===== config.mk =====
export PLATFORM = sky130hd
export DESIGN_NAME = rc_command_decoder_with_failsafe_flat
export DESIGN_NICKNAME = d
export VERILOG_FILES = /design/src/rtl/rccd_pkg.sv /design/src/rtl/rccd_in_if.sv /design/src/rtl/rccd_out_if.sv /design/src/rtl/rccd_char_decode.sv /design/src/rtl/rc_command_decoder_with_failsafe.sv /design/src/flat_wrapper.sv
export VERILOG_INCLUDE_DIRS = /design/src /design/src/rtl
export SDC_FILE = /design/constraint.sdc
export NUM_CORES = 1
export LEC_CHECK = 0
export ABC_AREA = 1
export BUFFER_PORTS_ARGS = -buffer_cell sky130_fd_sc_hd__buf_2
export CAP_MARGIN = 5
export CORE_ASPECT_RATIO = 2
export CORE_UTILIZATION = 66
export CTS_CLUSTER_DIAMETER = 50
export DETAILED_ROUTE_END_ITERATION = 8
export PLACE_DENSITY = 0.87
export SLEW_MARGIN = 5
export SYNTH_ARGS = -nofsm -noshare
export SYNTH_HDL_FRONTEND = slang
export SYNTH_SLANG_ARGS = --single-unit
export TNS_END_PERCENT = 10

===== constraint.sdc =====
create_clock -name clk_i -period 10.1 [get_ports clk_i]
set_clock_uncertainty 0.1 [all_clocks]
set_input_delay 2.02 -clock clk_i [delete_from_list [all_inputs] [get_ports clk_i]]
set_output_delay 2.02 -clock clk_i [all_outputs]
set_load 0.01 [all_outputs]

===== src/rtl/assert_macros.svh =====
// Assertion macros used by the decoder top level.
// No dependencies; include by bare file name.
`ifndef ASSERT_MACROS_SVH
`define ASSERT_MACROS_SVH

// Same-cycle implication, disabled during reset.
`define ASSERT_IMPLY(name, clk, rst_n, ante, cons) \
  name: assert property (@(posedge clk) disable iff (!rst_n) (ante) |-> (cons)) \
    else $error("assertion failed: ante implies cons");

// Next-cycle implication, disabled during reset.
`define ASSERT_NEXT(name, clk, rst_n, ante, cons) \
  name: assert property (@(posedge clk) disable iff (!rst_n) (ante) |=> (cons)) \
    else $error("assertion failed: ante implies cons next cycle");

`endif


===== src/rtl/rccd_pkg.sv =====
// Package for the RC command decoder: codes, item types, character classes.
// No dependencies.
package rccd_pkg;

  localparam int unsigned MaxDigitsDefault = 7;

  localparam logic [7:0]  SpeedMinReset     = 8'd60;
  localparam logic [7:0]  SpeedMaxReset     = 8'd255;
  localparam logic [15:0] TimeoutTicksReset = 16'd500;
  localparam logic [7:0]  DefaultSpeedReset = 8'd200;

  localparam logic [7:0] CharHash = 8'h23;
  localparam logic [7:0] CharLf   = 8'h0A;
  localparam logic [7:0] CharCr   = 8'h0D;
  localparam logic [7:0] CharZero = 8'h30;
  localparam logic [7:0] CharNine = 8'h39;

  localparam logic [8:0]  AccSat    = 9'd256;
  localparam logic [15:0] IdleSat   = 16'hFFFF;
  localparam int unsigned CfgIdxW   = 2;
  localparam int unsigned CfgDataW  = 16;

  typedef enum logic [CfgIdxW-1:0] {
    CfgSpeedMin     = 2'd0,
    CfgSpeedMax     = 2'd1,
    CfgTimeoutTicks = 2'd2,
    CfgDefaultSpeed = 2'd3
  } cfg_idx_e;

  typedef enum logic [0:0] {
    ModeByte = 1'b0,
    ModeTick = 1'b1
  } mode_e;

  typedef enum logic [3:0] {
    MotionStop     = 4'd0,
    MotionFwd      = 4'd1,
    MotionRev      = 4'd2,
    MotionLeft     = 4'd3,
    MotionRight    = 4'd4,
    MotionFwdLeft  = 4'd5,
    MotionFwdRight = 4'd6,
    MotionRevLeft  = 4'd7,
    MotionRevRight = 4'd8
  } motion_e;

  typedef struct packed {
    logic       is_hash;
    logic       is_eol;
    logic       is_digit;
    logic [3:0] digit;
    logic       is_motion;
    motion_e    motion;
  } char_class_t;

endpackage


===== src/rtl/rccd_in_if.sv =====
// Input channel: command bytes and millisecond ticks.
// Depends on nothing.
interface rccd_in_if;
  logic       valid;
  logic       ready;
  logic       mode;
  logic [7:0] byte_value;

  modport source (output valid, output mode, output byte_value, input ready);
  modport sink   (input valid, input mode, input byte_value, output ready);
endinterface


===== src/rtl/rccd_out_if.sv =====
// Output channel: motion commands with speed and failsafe flag.
// Depends on nothing.
interface rccd_out_if;
  logic       valid;
  logic       ready;
  logic [3:0] motion;
  logic [7:0] drive_speed;
  logic       by_failsafe;

  modport source (output valid, output motion, output drive_speed, output by_failsafe,
                  input ready);
  modport sink   (input valid, input motion, input drive_speed, input by_failsafe,
                  output ready);
endinterface


===== src/rtl/rccd_char_decode.sv =====
// Classifies one received character: hash, line end, digit, motion letter.
// Depends on rccd_pkg.
module rccd_char_decode
  import rccd_pkg::*;
(
  input  logic [7:0]  byte_i,
  output char_class_t cls_o
);

  always_comb begin
    cls_o.is_hash   = (byte_i == CharHash);
    cls_o.is_eol    = (byte_i == CharLf) || (byte_i == CharCr);
    cls_o.is_digit  = (byte_i >= CharZero) && (byte_i <= CharNine);
    cls_o.digit     = byte_i[3:0];
    cls_o.is_motion = 1'b1;
    cls_o.motion    = MotionStop;
    case (byte_i)
      "F", "f": cls_o.motion = MotionFwd;
      "B", "b": cls_o.motion = MotionRev;
      "L", "l": cls_o.motion = MotionLeft;
      "R", "r": cls_o.motion = MotionRight;
      "G", "g": cls_o.motion = MotionFwdLeft;
      "I", "i": cls_o.motion = MotionFwdRight;
      "H", "h": cls_o.motion = MotionRevLeft;
      "J", "j": cls_o.motion = MotionRevRight;
      "S", "s", "Q", "q": cls_o.motion = MotionStop;
      default: cls_o.is_motion = 1'b0;
    endcase
  end

endmodule


===== src/rtl/rc_command_decoder_with_failsafe.sv =====
// Top level of the RC command decoder with idle failsafe.
// Depends on rccd_pkg, rccd_in_if, rccd_out_if, rccd_char_decode, assert_macros.svh.
//
// Usage:
//   in_i carries one transaction per received byte (mode 0) or per
//   millisecond tick (mode 1). out_o carries motion transactions: a motion
//   letter outside a speed command gives one, and an idle timeout gives one
//   stop with by_failsafe set. Other items give none.
//   "#digits" followed by CR or LF sets the drive speed if it lies within
//   the configured low and high speed limits. cfg_we_i writes register cfg_idx_i.
//   Output: a result is registered and is on out_o in the cycle after its input transaction.
//   Throughput: one input transaction per cycle while in_i.ready is high;
//   the state update and the result are formed in the same cycle, bounded
//   by the times-ten-plus-digit add and the idle counter compare.
//   Stall: the result register holds while out_o.ready is low; in_i.ready
//   drops only while a held result is not taken in the same cycle.
//   Reset: registers return to their reset values, parsing state clears,
//   idle time is zero and current speed is 200.
module rc_command_decoder_with_failsafe
  import rccd_pkg::*;
#(
  parameter int unsigned MaxDigits = MaxDigitsDefault
) (
  input  logic                clk_i,
  input  logic                rst_ni,
  input  logic                cfg_we_i,
  input  logic [CfgIdxW-1:0]  cfg_idx_i,
  input  logic [CfgDataW-1:0] cfg_data_i,
  rccd_in_if.sink             in_i,
  rccd_out_if.source          out_o
);
  `include "assert_macros.svh"

  localparam int unsigned DigW = $clog2(MaxDigits + 1);

  logic [7:0]  spd_lo_q, spd_hi_q;
  logic [15:0] timeout_q;

  logic            in_cmd_q, in_cmd_d;
  logic [DigW-1:0] dig_cnt_q, dig_cnt_d;
  logic [8:0]      acc_q, acc_d;
  logic [7:0]      speed_q, speed_d;
  logic [15:0]     idle_q, idle_d;
  logic            fs_done_q, fs_done_d;

  logic        out_valid_q, out_valid_d;
  logic [3:0]  motion_q, motion_d;
  logic [7:0]  drv_q, drv_d;
  logic        by_fs_q, by_fs_d;
  logic        emit;

  logic        in_acc;
  char_class_t cls;
  logic [11:0] prod;
  logic [15:0] idle_inc;

  rccd_char_decode u_char_decode (
    .byte_i (in_i.byte_value),
    .cls_o  (cls)
  );

  assign in_i.ready = !out_valid_q || out_o.ready;
  assign in_acc     = in_i.valid && in_i.ready;

  always_ff @(posedge clk_i or negedge rst_ni) begin
    if (!rst_ni) begin
      spd_lo_q  <= SpeedMinReset;
      spd_hi_q  <= SpeedMaxReset;
      timeout_q <= TimeoutTicksReset;
    end else if (cfg_we_i) begin
      case (cfg_idx_e'(cfg_idx_i))
        CfgSpeedMin:     spd_lo_q  <= cfg_data_i[7:0];
        CfgSpeedMax:     spd_hi_q  <= cfg_data_i[7:0];
        CfgTimeoutTicks: timeout_q <= cfg_data_i;
        // default_speed writes are ignored; the speed at reset is the fixed DefaultSpeedReset
        CfgDefaultSpeed: begin
        end
        default: begin
        end
      endcase
    end
  end

  assign prod     = ({3'b000, acc_q} * 12'd10) + {8'h00, cls.digit};
  assign idle_inc = (idle_q == IdleSat) ? idle_q : idle_q + 16'd1;

  always_comb begin
    in_cmd_d  = in_cmd_q;
    dig_cnt_d = dig_cnt_q;
    acc_d     = acc_q;
    speed_d   = speed_q;
    idle_d    = idle_q;
    fs_done_d = fs_done_q;
    emit      = 1'b0;
    motion_d  = MotionStop;
    drv_d     = 8'h00;
    by_fs_d   = 1'b0;
    if (in_acc) begin
      if (in_i.mode == ModeTick) begin
        idle_d = idle_inc;
        if ((idle_inc > timeout_q) && !fs_done_q) begin
          fs_done_d = 1'b1;
          emit      = 1'b1;
          by_fs_d   = 1'b1;
        end
      end else begin
        idle_d    = 16'h0000;
        fs_done_d = 1'b0;
        if (cls.is_hash) begin
          in_cmd_d  = 1'b1;
          dig_cnt_d = '0;
          acc_d     = 9'd0;
        end else if (in_cmd_q) begin
          if (cls.is_eol) begin
            in_cmd_d = 1'b0;
            if ((dig_cnt_q != '0) && (acc_q >= {1'b0, spd_lo_q})
                && (acc_q <= {1'b0, spd_hi_q})) begin
              speed_d = acc_q[7:0];
            end
          end else if (cls.is_digit && (dig_cnt_q < DigW'(MaxDigits))) begin
            acc_d     = (prod > {3'b000, AccSat}) ? AccSat : prod[8:0];
            dig_cnt_d = dig_cnt_q + DigW'(1);
          end
        end else if (cls.is_motion) begin
          emit     = 1'b1;
          motion_d = cls.motion;
          drv_d    = (cls.motion == MotionStop) ? 8'h00 : speed_q;
        end
      end
    end
    out_valid_d = (out_valid_q && !out_o.ready) || emit;
  end

  always_ff @(posedge clk_i or negedge rst_ni) begin
    if (!rst_ni) begin
      in_cmd_q    <= 1'b0;
      dig_cnt_q   <= '0;
      acc_q       <= 9'd0;
      speed_q     <= DefaultSpeedReset;
      idle_q      <= 16'h0000;
      fs_done_q   <= 1'b0;
      out_valid_q <= 1'b0;
    end else begin
      in_cmd_q    <= in_cmd_d;
      dig_cnt_q   <= dig_cnt_d;
      acc_q       <= acc_d;
      speed_q     <= speed_d;
      idle_q      <= idle_d;
      fs_done_q   <= fs_done_d;
      out_valid_q <= out_valid_d;
    end
  end

  always_ff @(posedge clk_i) begin
    if (emit) begin
      motion_q <= motion_d;
      drv_q    <= drv_d;
      by_fs_q  <= by_fs_d;
    end
  end

  assign out_o.valid       = out_valid_q;
  assign out_o.motion      = motion_q;
  assign out_o.drive_speed = drv_q;
  assign out_o.by_failsafe = by_fs_q;

  `ASSERT_IMPLY(a_fs_is_stop, clk_i, rst_ni, out_valid_q && by_fs_q,
                motion_q == MotionStop && drv_q == 8'h00)
  `ASSERT_NEXT(a_byte_clears_idle, clk_i, rst_ni, in_acc && in_i.mode == ModeByte,
               idle_q == 16'h0000 && !fs_done_q)
  `ASSERT_IMPLY(a_digits_bounded, clk_i, rst_ni, 1'b1, dig_cnt_q <= DigW'(MaxDigits))
  `ASSERT_IMPLY(a_acc_saturates, clk_i, rst_ni, 1'b1, acc_q <= AccSat)
  `ASSERT_NEXT(a_emit_shows, clk_i, rst_ni, emit, out_valid_q)

endmodule

===== src/flat_wrapper.sv =====
// flat-port wrapper written by rule: the top's interface ports become plain ports
module rc_command_decoder_with_failsafe_flat import rccd_pkg::*;
#(
  parameter int unsigned MaxDigits = MaxDigitsDefault
)
  (clk_i, rst_ni, cfg_we_i, cfg_idx_i, cfg_data_i, in_i_valid, in_i_mode, in_i_byte_value, in_i_ready, out_o_valid, out_o_motion, out_o_drive_speed, out_o_by_failsafe, out_o_ready);
  rccd_in_if in_i_i ();
  rccd_out_if out_o_i ();
  input  logic clk_i;
  input  logic rst_ni;
  input  logic cfg_we_i;
  input  logic [CfgIdxW-1:0] cfg_idx_i;
  input  logic [CfgDataW-1:0] cfg_data_i;
  input wire logic [$bits(in_i_i.valid)-1:0] in_i_valid;
  input wire logic [$bits(in_i_i.mode)-1:0] in_i_mode;
  input wire logic [$bits(in_i_i.byte_value)-1:0] in_i_byte_value;
  output wire logic [$bits(in_i_i.ready)-1:0] in_i_ready;
  output wire logic [$bits(out_o_i.valid)-1:0] out_o_valid;
  output wire logic [$bits(out_o_i.motion)-1:0] out_o_motion;
  output wire logic [$bits(out_o_i.drive_speed)-1:0] out_o_drive_speed;
  output wire logic [$bits(out_o_i.by_failsafe)-1:0] out_o_by_failsafe;
  input wire logic [$bits(out_o_i.ready)-1:0] out_o_ready;
  assign in_i_i.valid = in_i_valid;
  assign in_i_i.mode = in_i_mode;
  assign in_i_i.byte_value = in_i_byte_value;
  assign in_i_ready = in_i_i.ready;
  assign out_o_valid = out_o_i.valid;
  assign out_o_motion = out_o_i.motion;
  assign out_o_drive_speed = out_o_i.drive_speed;
  assign out_o_by_failsafe = out_o_i.by_failsafe;
  assign out_o_i.ready = out_o_ready;
  rc_command_decoder_with_failsafe #(.MaxDigits(MaxDigits)) u_core (.clk_i(clk_i), .rst_ni(rst_ni), .cfg_we_i(cfg_we_i), .cfg_idx_i(cfg_idx_i), .cfg_data_i(cfg_data_i), .in_i(in_i_i), .out_o(out_o_i));
endmodule

==> results_dict.tcl <==
set metrics [dict create \
    status "complete, no violations" \
    period_minus_slack_ps 4540 \
    synth_area_leaders "dfrtp_1 22%, nand2_1 13%, ha_1 11%" \
    grtUsageTotal_pct 36.5 \
    final-hold-violation-count 0 \
    regToRegEndpoint "u_core.out_o.drive_speed[0]" \
    min_to "u_core.speed_q[3]" \
    ys_seq_area_share_pct 38.3 \
    clk_path_buf_depth 2 \
    syn-num-nets 849 \
    cts_resized 0 \
    cts_tree "done" \
    pin_count 47 \
    num-nets-final 899 \
    crit_slowest_cell "buf_2" \
    synth_area_per_cell_um2 7.50 \
    worst_ep_arrival_time_ps 2420 \
    vias_per_cell 5.75 \
    ys_ff_latch 84 \
    synth_ff_type "dfrtp_1" \
    dr.first_iter.drc_count 506 \
    synth_xor_area_share_pct 1.81 \
    overflow 0 \
    hp-start "u_core.speed_q[3]" \
    synth_compound_area_share_pct 8.83 \
    clk_transition_reported_paths_ps 60 \
    ys_top_cells_by_count "198 x nand2_1, 135 x inv_1, 67 x nor2_1" \
    routed_wl_mm 14.7 \
    critical_path.cell_chain "buf_2 > inv_1 > nand2_1 > buf_2" \
    hpwl_mm 11.2 \
    cts-root-buf "clkbuf_16" \
    finalCritPeriodShare_pct 45.0 \
    synth.most_common_cell "nand2_1" \
    area_growth_syn_to_layout_pct 10.5 \
    cts_setup_buffers 0 \
    ir_worst_vdd_v 0.0000948 \
    grt_pass1_vias 5451 \
    ys_types 44 \
    yosys.area_share.simple_pct 29.1 \
    slew_headroom_pct 41.1 \
    synthMuxAreaShare_pct 0 \
    grt_pass1_wl_mm 24.3 \
    maxCapViolations 0 \
    clock_latency_ps 340 \
    power.density_nw_per_um2 140 \
    synthCells 763 \
    netSwitchingFraction_pct 30.9 \
    p_leak_nw 3.43 \
    hold_ws_ps 377 \
    yosysTopAreaCell "dfrtp_1" \
    rr_worst_depth 17 \
    min_path_cells 2 \
    synth_area_um2 5720 \
    dr.pass1.iters 6 \
    critical_path_class "input port to primary output" \
    yosysWarnings 0 \
    numCtsBuffers 9 \
    p_int_mw 0.611 \
    setup_violations 0 \
    startpoint_type "input port" \
    cts_hold_buf 0 \
    core_um2 8350 \
    crit_top_cell "buf_2" \
    cp_data_required_time_ps 7980 \
    synthAdderAreaFrac_pct 12.1 \
    antenna_found_initial 0 \
    antennaDiodeCount 0 \
    slowest_delay_ps 170 \
    cp-end-kind "primary output" \
    ant_nets 0 \
    port_buffers 46 \
    combPwrFrac_pct 19.7 \
    start_util_pct 68.5 \
    synth_top_family_by_area "simple AND/OR/NAND/NOR gates" \
    hold_path.class "flop to flop" \
    drc_errors 0 \
    synth_edf_count 13 \
    vias 5265 \
    seqPwrFrac_pct 45.4 \
    regToRegSetupSlack_ps 5900 \
    r2r_start "u_core.idle_q[0]" \
    cts_max_level 3 \
    fp-row-count 47 \
    grt_max_degree 67 \
    max_slew.worst_pin.slew_ps 882 \
    synth_top_area_share_pct 21.9 \
    wl_per_cell_um 16.0 \
    p_switching_mw 0.274 \
    gp_congestion 0.888 \
    fmax_mhz 220 \
    async_flop_share_pct 84.5 \
    die_w_um 67.9 \
    drv_slew 0 \
    clkPwrFrac_pct 34.9 \
    critPathMaxFanout 3 \
    tns_ps 0 \
    rsz0062_at_grt "false" \
    cts_sinks 84 \
    die_y_um 134 \
    drive_gt1_share_pct 14.4 \
    die-area_um2 9070 \
]
-- kinds of logic (layout without fill, tap and decap cells) --
group / count (synthesis) / count (layout)
buf+inv: 149 / 204
simple gates: 373 / 373
compound gates: 92 / 92
flops: 84 / 84
fa+ha+maj: 54 / 54
xor+xnor: 11 / 11
-- cell usage in the layout, fill, tap and decap left out, types with 16 or more instances in the layout --
cell type / instances
o21ai_0: 43
nand4_1: 16
inv_1: 135
a21oi_1: 27
nand3_1: 56
dfrtp_1: 50
nand2_1: 198
buf_2: 46
nor2_1: 67
ha_1: 52
dfstp_2: 21
-- worst max-delay path by stage --
stage | endpoint | slack [ps] | from
global placement | in_i_ready | 5590 | out_o_ready
finish | in_i_ready | 5560 | out_o_ready
detailed placement | in_i_ready | 5560 | out_o_ready
global route | u_core.out_o.drive_speed[0] | 5430 | u_core.idle_q[0]
floorplan | in_i_ready | 5810 | out_o_ready
CTS | in_i_ready | 5560 | out_o_ready
-- flip-flops by register name, summed over array words and instances, names as in the netlist, 3 cells and up --
register                  count
u_core.idle_q                16
u_core.timeout_q             16
u_core.out_o.motion           4
u_core.spd_lo_q               8
u_core.speed_q                8
u_core.acc_q                  9
u_core.out_o.drive_speed      8
u_core.dig_cnt_q              3
u_core.spd_hi_q               8
-- layout make-up --
class                   instances  area (um2)
multi-input cells             530        2960
well taps                      98         123
repair buffers                 47         238
inverters                     141         529
flip-flops and latches         84        2190
clock buffers                  10         229
clock inverters                 6        47.5
fillers                       628        2030
-- routing by layer --
metal  track usage [%]  wire (um)  up-vias
met3              9.08        653       82
li1                  -          -     2552
met5                 0          0        -
met4              25.5       1040        0
met1              35.0       4910     2457
met2              64.0       8100      174
-- power groups by stage --
stage	registers [mW]	clock network, mW	logic, mW
floorplan	0.400	0	0.124
global placement	0.405	0	0.161
detailed placement	0.406	0	0.172
CTS	0.400	0.312	0.174
global route	0.404	0.325	0.198
finish	0.401	0.309	0.174
-- metrics by stage --
stage               cell area [um2]  setup WS (ps)  util, %  total power [mW]  std cells
finish                         6320           5560     75.7             0.885        916
global route                   6320           5430     75.7             0.928        916
CTS                            6320           5560     75.7             0.886        916
detailed placement             6050           5560     72.4             0.577        900
global placement               6050           5590     72.4             0.566        900
floorplan                      5720           5810        -             0.523        763
-- worst max-delay path: cells and delay by family --
kind | cells | cell delay [ps]
buffers and inverters | 3 | 310
AND/OR/NAND/NOR | 1 | 90
No activity file was read; power rests on OpenSTA's default activity.
